$ cat src/design/thp_pkg.sv
// Shared types, constants and helpers for the THP compensation pipeline.
`default_nettype none

package thp_pkg;

  localparam int DIV_STAGES = 32;
  localparam int PRE_LAT    = 6;
  localparam int POST_LAT   = 3;
  localparam int PRESS_LAT  = PRE_LAT + DIV_STAGES + POST_LAT;
  localparam int HUM_LAT    = 9;
  localparam int HUM_PAD    = PRESS_LAT - HUM_LAT;

  localparam int CFG_IDX_W  = 3;
  localparam int CFG_DATA_W = 64;

  localparam logic [CFG_IDX_W-1:0] CFG_TEMP      = 3'd0;
  localparam logic [CFG_IDX_W-1:0] CFG_PRESS_LOW = 3'd1;
  localparam logic [CFG_IDX_W-1:0] CFG_PRESS_MID = 3'd2;
  localparam logic [CFG_IDX_W-1:0] CFG_PRESS_P9  = 3'd3;
  localparam logic [CFG_IDX_W-1:0] CFG_HUM       = 3'd4;

  localparam logic [31:0] K_64000   = 32'd64000;
  localparam logic [31:0] K_2POW20  = 32'd1048576;
  localparam logic [31:0] K_3125    = 32'd3125;
  localparam logic [31:0] K_32768   = 32'd32768;
  localparam logic [31:0] K_76800   = 32'd76800;
  localparam logic [31:0] K_16384   = 32'd16384;
  localparam logic [31:0] K_2POW21  = 32'd2097152;
  localparam logic [31:0] K_8192    = 32'd8192;
  localparam logic [31:0] K_HUM_MAX = 32'd419430400;
  localparam logic [31:0] K_128     = 32'd128;

  typedef struct packed {
    logic [15:0] t1;
    logic [15:0] t2;
    logic [15:0] t3;
  } temp_cal_t;

  typedef struct packed {
    logic [15:0] p1;
    logic [15:0] p2;
    logic [15:0] p3;
    logic [15:0] p4;
    logic [15:0] p5;
    logic [15:0] p6;
    logic [15:0] p7;
    logic [15:0] p8;
    logic [15:0] p9;
  } press_cal_t;

  typedef struct packed {
    logic [7:0]  h1;
    logic [15:0] h2;
    logic [7:0]  h3;
    logic [11:0] h4;
    logic [11:0] h5;
    logic [7:0]  h6;
  } hum_cal_t;

  typedef struct packed {
    logic [31:0] tc;
    logic [31:0] fine;
    logic [31:0] v1p;
    logic [31:0] q;
    logic [31:0] hx;
    logic [19:0] ap;
    logic [15:0] ah;
  } front_t;

  typedef struct packed {
    logic dbl;
    logic zero;
  } div_tag_t;

  typedef struct packed {
    logic [31:0] tc;
    logic [31:0] fine;
    logic [31:0] press;
    logic [16:0] hum;
  } result_t;

  function automatic logic [31:0] asr(input logic [31:0] x, input logic [4:0] n);
    return $unsigned($signed(x) >>> n);
  endfunction

  function automatic logic [31:0] sx16(input logic [15:0] x);
    return {{16{x[15]}}, x};
  endfunction

  function automatic logic [31:0] sx8(input logic [7:0] x);
    return {{24{x[7]}}, x};
  endfunction

  function automatic logic [31:0] zx16(input logic [15:0] x);
    return {16'd0, x};
  endfunction

  function automatic logic [31:0] zx12(input logic [11:0] x);
    return {20'd0, x};
  endfunction

  function automatic logic [31:0] zx8(input logic [7:0] x);
    return {24'd0, x};
  endfunction

endpackage

`default_nettype wire

$ cat src/design/thp_temp.sv
// Temperature stages: fine temperature, 0.01 degC value and shared terms.
`default_nettype none

module thp_temp import thp_pkg::*; (
  input  wire logic        clk,
  input  wire logic        rst_n,
  input  wire logic        en,
  input  wire logic        in_valid,
  input  wire logic [19:0] raw_temp,
  input  wire logic [19:0] raw_press,
  input  wire logic [15:0] raw_hum,
  input  wire temp_cal_t   cal,
  output logic             out_valid,
  output front_t           out_data
);

  logic [31:0] t1, t2, t3;
  logic [31:0] a_nxt, d_nxt;
  logic [31:0] m1_r, dd_r, v1_r, m2_r, fine_r;
  logic [19:0] ap1_r, ap2_r, ap3_r;
  logic [15:0] ah1_r, ah2_r, ah3_r;
  logic [2:0]  vld_r;
  logic        vo_r;
  front_t      fr_nxt, fr_r;

  assign t1 = zx16(cal.t1);
  assign t2 = sx16(cal.t2);
  assign t3 = sx16(cal.t3);

  always_comb begin
    a_nxt = {15'd0, raw_temp[19:3]} - {t1[30:0], 1'b0};
    d_nxt = {16'd0, raw_temp[19:4]} - t1;
    fr_nxt.fine = fine_r;
    fr_nxt.tc   = asr((fine_r << 2) + fine_r + K_128, 5'd8);
    fr_nxt.v1p  = asr(fine_r, 5'd1) - K_64000;
    fr_nxt.q    = asr(asr(fine_r, 5'd1) - K_64000, 5'd2);
    fr_nxt.hx   = fine_r - K_76800;
    fr_nxt.ap   = ap3_r;
    fr_nxt.ah   = ah3_r;
  end

  always_ff @(posedge clk) begin
    if (!rst_n) begin
      vld_r <= '0;
      vo_r  <= 1'b0;
    end else if (en) begin
      vld_r <= {vld_r[1:0], in_valid};
      vo_r  <= vld_r[2];
    end
  end

  always_ff @(posedge clk) begin
    if (en) begin
      m1_r   <= a_nxt * t2;
      dd_r   <= d_nxt * d_nxt;
      ap1_r  <= raw_press;
      ah1_r  <= raw_hum;
      v1_r   <= asr(m1_r, 5'd11);
      m2_r   <= asr(dd_r, 5'd12) * t3;
      ap2_r  <= ap1_r;
      ah2_r  <= ah1_r;
      fine_r <= v1_r + asr(m2_r, 5'd14);
      ap3_r  <= ap2_r;
      ah3_r  <= ah2_r;
      fr_r   <= fr_nxt;
    end
  end

  assign out_valid = vo_r;
  assign out_data  = fr_r;

endmodule

`default_nettype wire

$ cat config.mk
export PLATFORM = sky130hd
export DESIGN_NAME = thp_temp
export DESIGN_NICKNAME = d
export VERILOG_FILES = /design/src/design/thp_pkg.sv /design/src/design/thp_temp.sv
export SDC_FILE = /design/constraint.sdc
export NUM_CORES = 2
export LEC_CHECK = 0
export ABC_AREA = 1
export ABC_CLOCK_PERIOD_IN_PS = 10300
export BUFFER_PORTS_ARGS = -buffer_cell sky130_fd_sc_hd__buf_2
export CAP_MARGIN = 20
export CORE_UTILIZATION = 60
export CTS_CLUSTER_DIAMETER = 50
export DETAILED_ROUTE_END_ITERATION = 8
export GPL_TIMING_DRIVEN = 0
export PLACE_DENSITY = 0.82
export SETUP_SLACK_MARGIN = 0.2
export SYNTH_ARGS = -nofsm -noshare
export SYNTH_HDL_FRONTEND = slang
export SYNTH_SLANG_ARGS = --single-unit
$ cat constraint.sdc
create_clock -name clk -period 10.3 [get_ports clk]
set_clock_uncertainty 0.1 [all_clocks]
set_input_delay 1.03 -clock clk [delete_from_list [all_inputs] [get_ports clk]]
set_output_delay 1.03 -clock clk [all_outputs]
set_load 0.1 [all_outputs]
## Yosys cells after proc, flatten, opt, wreduce, memory -nomap -nowiden

Index checks and enable logic that the tools add are counted.

- $add $sub $neg: 7
- Multiply operators: 3

Operators by type and width:

| operator | number |
|---|---|
| $add 32x8->32 const B | 1 |
| $mul 17x17->32 | 1 |
| $mul 18x16->32 | 1 |
| $mul 20x16->32 | 1 |
| $sub 32x17->32 const B | 1 |
| $add 24x22->25 | 1 |
| $add 21x18->22 | 1 |
| $sub 21x17->22 const B | 1 |
| $sub 17x17->18 | 1 |
| $sub 16x16->17 | 1 |

- Word-level logic and storage cells: 30
- Output and inout bits: 197
- Bits of input ports: 108
- Register bits after elaboration: 427

## Depth between registers and ports, before layout

- Depth after elaboration: 2
- Mapped depth: 39
- Mapped depth without buffers: 38

## Least setup slack after synthesis

Ideal clock, no wire load.

- Path type: input port to flip-flop
- From: input port raw_temp[4]
- To: register m1_r[26] (data pin)
- Required time: 9940 ps
- Data arrival time: 7286 ps
- Path buffers: 1
- Setup time: 260 ps
- Stages on the path: 35
- Slack: 2654 ps
- Cell sequence: inv_1 -> ha_1 -> inv_1 -> fa_1 -> nand2_1 -> nand2_1 -> a21oi_2 -> o21bai_2 -> a21o_1 -> nand2_1 -> nand2_2 -> inv_2 -> buf_2 -> nand2_1 -> fa_1 -> inv_1 -> fa_1 -> inv_1 -> fa_1 -> inv_1 -> fa_1 -> fa_1 -> inv_1 -> fa_1 -> inv_1 -> ha_1 -> nand2_1 -> nor4_1 -> nand3_1 -> nand3_1 -> nand2_1 -> nand2_1 -> nand2_1 -> nand2_1 -> xor2_1

- Word-level cells in the longest chain between the ends: 2

RTL lines:

| what | line | RTL |
|---|---|---|
| from (decl) | thp_temp.sv:9 | `input wire logic [19:0] raw_temp,` |
| $sub 17x17->18 | thp_temp.sv:31 | `a_nxt = {15'd0, raw_temp[19:3]} - {t1[30:0], 1'b0};` |
| $mul 18x16->32 | thp_temp.sv:54 | `m1_r <= a_nxt * t2;` |
| to (signal assigned) | thp_temp.sv:54 |  |
| to (decl) | thp_temp.sv:19 | `logic [31:0] m1_r, dd_r, v1_r, m2_r, fine_r;` |

No other way between the ends.
A chain may end at the register's enable or synchronous reset.

## Final worst setup path

- From: input port raw_temp[4]
- To: register dd_r[31] (data pin)

- Word-level cells in the longest chain between the ends: 2

RTL lines:

| what | line | RTL |
|---|---|---|
| $sub 16x16->17 | thp_temp.sv:32 | `d_nxt = {16'd0, raw_temp[19:4]} - t1;` |
| $mul 17x17->32 | thp_temp.sv:55 | `dd_r <= d_nxt * d_nxt;` |
| to (signal assigned) | thp_temp.sv:55 |  |
| to (decl) | thp_temp.sv:19 |  |

No other way between the ends.

==> flow_results.xml <==
<?xml version="1.0" encoding="UTF-8"?>
<metrics>
  <group name="finish">
    <metric name="nets" unit="">6572</metric>
    <metric name="filler_cell_count" unit="">6009</metric>
    <metric name="post_route_cells_drive_above_1_share" unit="%">10.1</metric>
    <metric name="utilization" unit="%">66.3</metric>
    <metric name="syn2layout_area_growth" unit="%">8.75</metric>
    <metric name="final_cell_mix" unit="">sky130_fd_sc_hd__inv_1 (1309), sky130_fd_sc_hd__nand2_1 (1010), sky130_fd_sc_hd__fa_1 (816), sky130_fd_sc_hd__nor2_1 (332), sky130_fd_sc_hd__edfxtp_1 (326)</metric>
    <metric name="final_common_cell" unit="">sky130_fd_sc_hd__inv_1</metric>
  </group>
  <group name="clock_tree">
    <metric name="clock_insertion_delay_worst_skew" unit="ns">0.56</metric>
    <metric name="root_buffer_master" unit="">sky130_fd_sc_hd__clkbuf_16</metric>
    <metric name="path_clk_slew" unit="ns">0.06</metric>
    <metric name="cts_inserted_buffers" unit="">39</metric>
    <metric name="tritoncts" unit="">yes</metric>
    <metric name="max-clock-path-buffers" unit="">3</metric>
    <metric name="ctsHtreeMaxLevel" unit="">2</metric>
    <metric name="cts_hold_buffers" unit="">0</metric>
    <metric name="number_of_cells_upsized_or_downsized_after_cts" unit="">0</metric>
    <metric name="postCtsSetupRepairBufs" unit="">0</metric>
    <metric name="cts.sink_count" unit="">330</metric>
  </group>
  <group name="setup_path">
    <metric name="slowest_stage" unit="">sky130_fd_sc_hd__fa_1</metric>
    <metric name="reg2reg_slack" unit="ns">3.46</metric>
    <metric name="cp_slowest_stage_delay" unit="ns">0.95</metric>
    <metric name="maximum_net_fanout_on_the_critical_path" unit="">10</metric>
    <metric name="crit_family" unit="">adder cells</metric>
    <metric name="timing.reg2reg.worst_path_depth" unit="">22</metric>
    <metric name="count_of_buffering_cells_on_the_critical_path_with_inverters_included" unit="">10</metric>
    <metric name="arrival" unit="ns">8.89</metric>
    <metric name="critical_path.endpoint_type" unit="">flip-flop</metric>
    <metric name="worstSetupPathType" unit="">in2reg</metric>
    <metric name="cp_data_required_time" unit="ns">10.47</metric>
    <metric name="rr_endpoint" unit="">m2_r[31]</metric>
    <metric name="regToRegStartpoint" unit="">dd_r[20]</metric>
    <metric name="crit_top_cell" unit="">sky130_fd_sc_hd__inv_1</metric>
    <metric name="startpoint_type_of_the_worst_setup_path" unit="">input pin</metric>
  </group>
  <group name="run">
    <metric name="timing.max_cap.violations" unit="">0</metric>
  </group>
  <group name="synthesis">
    <metric name="synthesis.area" unit="mm2">0.0457</metric>
    <metric name="synth_area_per_cell" unit="um2">9.10</metric>
    <metric name="postSynthRegisterBits" unit="">330</metric>
    <metric name="fraction_of_registers_with_async_set_or_reset_after_synthesis" unit="%">0</metric>
    <metric name="synth.net_count" unit="">6243</metric>
    <metric name="ys_types" unit="">54</metric>
    <metric name="yosys_most_used_dff" unit="">sky130_fd_sc_hd__edfxtp_1</metric>
    <metric name="synth.largest_area_cell" unit="">sky130_fd_sc_hd__fa_1</metric>
    <metric name="synth_warnings" unit="">0</metric>
    <metric name="seq_area_frac_synth" unit="%">21.6</metric>
    <metric name="post_synth_edffs" unit="">326</metric>
    <metric name="synth.top_cell.area_share" unit="%">35.8</metric>
    <metric name="synthCells" unit="">5019</metric>
    <metric name="netlist_top_cells_area" unit="">sky130_fd_sc_hd__fa_1 (36%), sky130_fd_sc_hd__edfxtp_1 (21%), sky130_fd_sc_hd__inv_1 (11%), sky130_fd_sc_hd__nand2_1 (8.3%), sky130_fd_sc_hd__ha_1 (8.2%)</metric>
  </group>
  <group name="detailed_routing">
    <metric name="detailed_routing_iteration_count_for_the_pre_antenna_repair_pass" unit="">6</metric>
    <metric name="drtIter0Drc" unit="">2668</metric>
    <metric name="viasPerCell" unit="">5.35</metric>
    <metric name="routed_wirelength" unit="mm">113</metric>
    <metric name="num_vias" unit="">33900</metric>
    <metric name="drc" unit="">0</metric>
    <metric name="antenna_violating_nets_post_route" unit="">0</metric>
    <metric name="routed_wire_length_per_instance" unit="um">17.8</metric>
  </group>
  <group name="global_route">
    <metric name="pin_count_of_the_biggest_net_entering_global_routing" unit="">134</metric>
    <metric name="globalRoute.totalOverflow" unit="">0</metric>
    <metric name="global_route.usage.total" unit="%">30.4</metric>
    <metric name="grt_pass1_vias" unit="">35900</metric>
    <metric name="wire_length_of_the_first_global_routing_pass" unit="mm">183</metric>
    <metric name="grt_antenna_before_repair" unit="">3</metric>
  </group>
  <group name="timing">
    <metric name="finalSetupTns" unit="ns">0</metric>
    <metric name="finalCritPeriodShare" unit="%">84.7</metric>
    <metric name="fin_ws" unit="ns">1.58</metric>
    <metric name="fin_crit" unit="ns">8.72</metric>
    <metric name="hold_viol_final" unit="">0</metric>
    <metric name="rsz0062_at_grt" unit="">no</metric>
    <metric name="maxClockFrequency" unit="MHz">115</metric>
    <metric name="worst_slew_margin_rel" unit="%">35.6</metric>
    <metric name="setup_viol" unit="">0</metric>
    <metric name="final_max_slew_viol_count" unit="">0</metric>
    <metric name="tightestPinTransition" unit="ns">0.966</metric>
  </group>
  <group name="place">
    <metric name="port_buffers" unit="">286</metric>
    <metric name="dpl_worst_slack" unit="ns">1.09</metric>
    <metric name="place.gp.congestion" unit="">0.993</metric>
    <metric name="place_hpwl" unit="mm">93.3</metric>
  </group>
  <group name="floorplan">
    <metric name="fp.dieArea" unit="mm2">0.0772</metric>
    <metric name="rows" unit="">100</metric>
    <metric name="floorplan.initialDensity" unit="%">61.0</metric>
    <metric name="core_region_area" unit="mm2">0.0748</metric>
    <metric name="design.portCount" unit="">305</metric>
    <metric name="die-width" unit="um">278</metric>
    <metric name="die_height" unit="um">278</metric>
  </group>
  <group name="hold_path">
    <metric name="min_delay_path_depth" unit="">0</metric>
    <metric name="min-delay-start" unit="">ah2_r[8]</metric>
    <metric name="worstHoldPathType" unit="">reg2reg</metric>
    <metric name="hold-path-endpoint" unit="">ah3_r[8]</metric>
  </group>
  <group name="status">
    <metric name="status" unit="">finished clean</metric>
  </group>
</metrics>
-- flip-flops by register name, indices dropped and copies added (netlist names), 18 cells and up --
name / cells
ap1_r: 20
ap2_r: 20
ap3_r: 20
dd_r: 20
fine_r: 22
m1_r: 21
m2_r: 18
out_data: 116
v1_r: 21
-- synthesized netlist by cell type, drive strengths merged (2+ instances only) --
cell,count
a211oi,2
a21boi,9
a21o,22
a21oi,148
a31o,2
a31oi,11
and2,2
buf,124
clkbuf,81
clkinv,2
dfxtp,4
edfxtp,326
fa,816
ha,300
inv,1322
nand2,1031
nand3,98
nand3b,11
nand4,28
nor2,342
nor3,32
nor4,10
o211ai,10
o21a,4
o21ai,75
o21bai,9
o221ai,4
o31ai,2
or2,25
xnor2,52
xor2,109
-- worst max path at each step --
stage          slack (ns)        to  depth (start not counted)        start
2_1_floorplan        2.65  m1_r[26]                         35  raw_temp[4]
3_3_place_gp         1.24  dd_r[31]                         30  raw_temp[4]
3_5_place_dp         1.09  dd_r[31]                         31  raw_temp[4]
4_1_cts              1.68  dd_r[31]                         31  raw_temp[4]
5_1_grt              1.22  dd_r[31]                         26  raw_temp[4]
6_report             1.58  dd_r[31]                         26  raw_temp[4]
-- layout make-up --
type	count	area [um2]	area share, %
Antenna cell	1	2.50	0.00504
Buffer	205	1120	2.25
Clock buffer	44	1020	2.05
Clock inverter	27	265	0.534
Inverter	1324	4970	10.0
Multi-Input combinational cell	3160	29700	59.8
Sequential cell	330	9870	19.9
Tap cell	969	1210	2.44
Timing Repair Buffer	288	1500	3.01
-- cells by family (layout without fill, tap and decap cells) --
kind of cell | count (synthesis) | in the layout | share of synthesized area, %
other | 0 | 1 | 0
AND/OR/NAND/NOR | 1579 | 1579 | 14.1
adder cells (fa/ha/maj) | 1116 | 1116 | 44.0
AO/OA/AOI/OAI | 304 | 304 | 3.82
flip-flops | 330 | 330 | 21.6
buffers and inverters | 1529 | 1888 | 13.3
XOR/XNOR | 161 | 161 | 3.14
-- routing by layer --
metal	routed length [um]	vias up	GRT usage, %
li1	-	15500	-
met1	42000	16600	37.5
met2	56400	1479	53.0
met3	9300	328	5.04
met4	5080	2	12.4
met5	13	-	0
-- worst reg2reg max path: cells and delay by family, from the launching register on --
kind | cells | cell delay, ns
buffers and inverters | 5 | 0.73
flip-flops | 1 | 0.66
AO/OA/AOI/OAI | 5 | 1.08
adder cells (fa/ha/maj) | 7 | 3.38
AND/OR/NAND/NOR | 5 | 0.59
-- metrics by stage --
step	hold WS [ns]	area, um2	instances
2_1_floorplan	0.300	45700	5019
4_1_cts	0.305	49600	6347
5_1_grt	0.316	49600	6348
3_5_place_dp	0.305	48400	6276
6_report	0.304	49600	6348
3_3_place_gp	0.301	48300	6274
Power is left out: the tool's default activity adds up to more than one toggle a clock period on the data nets, which glitch-free logic cannot reach.
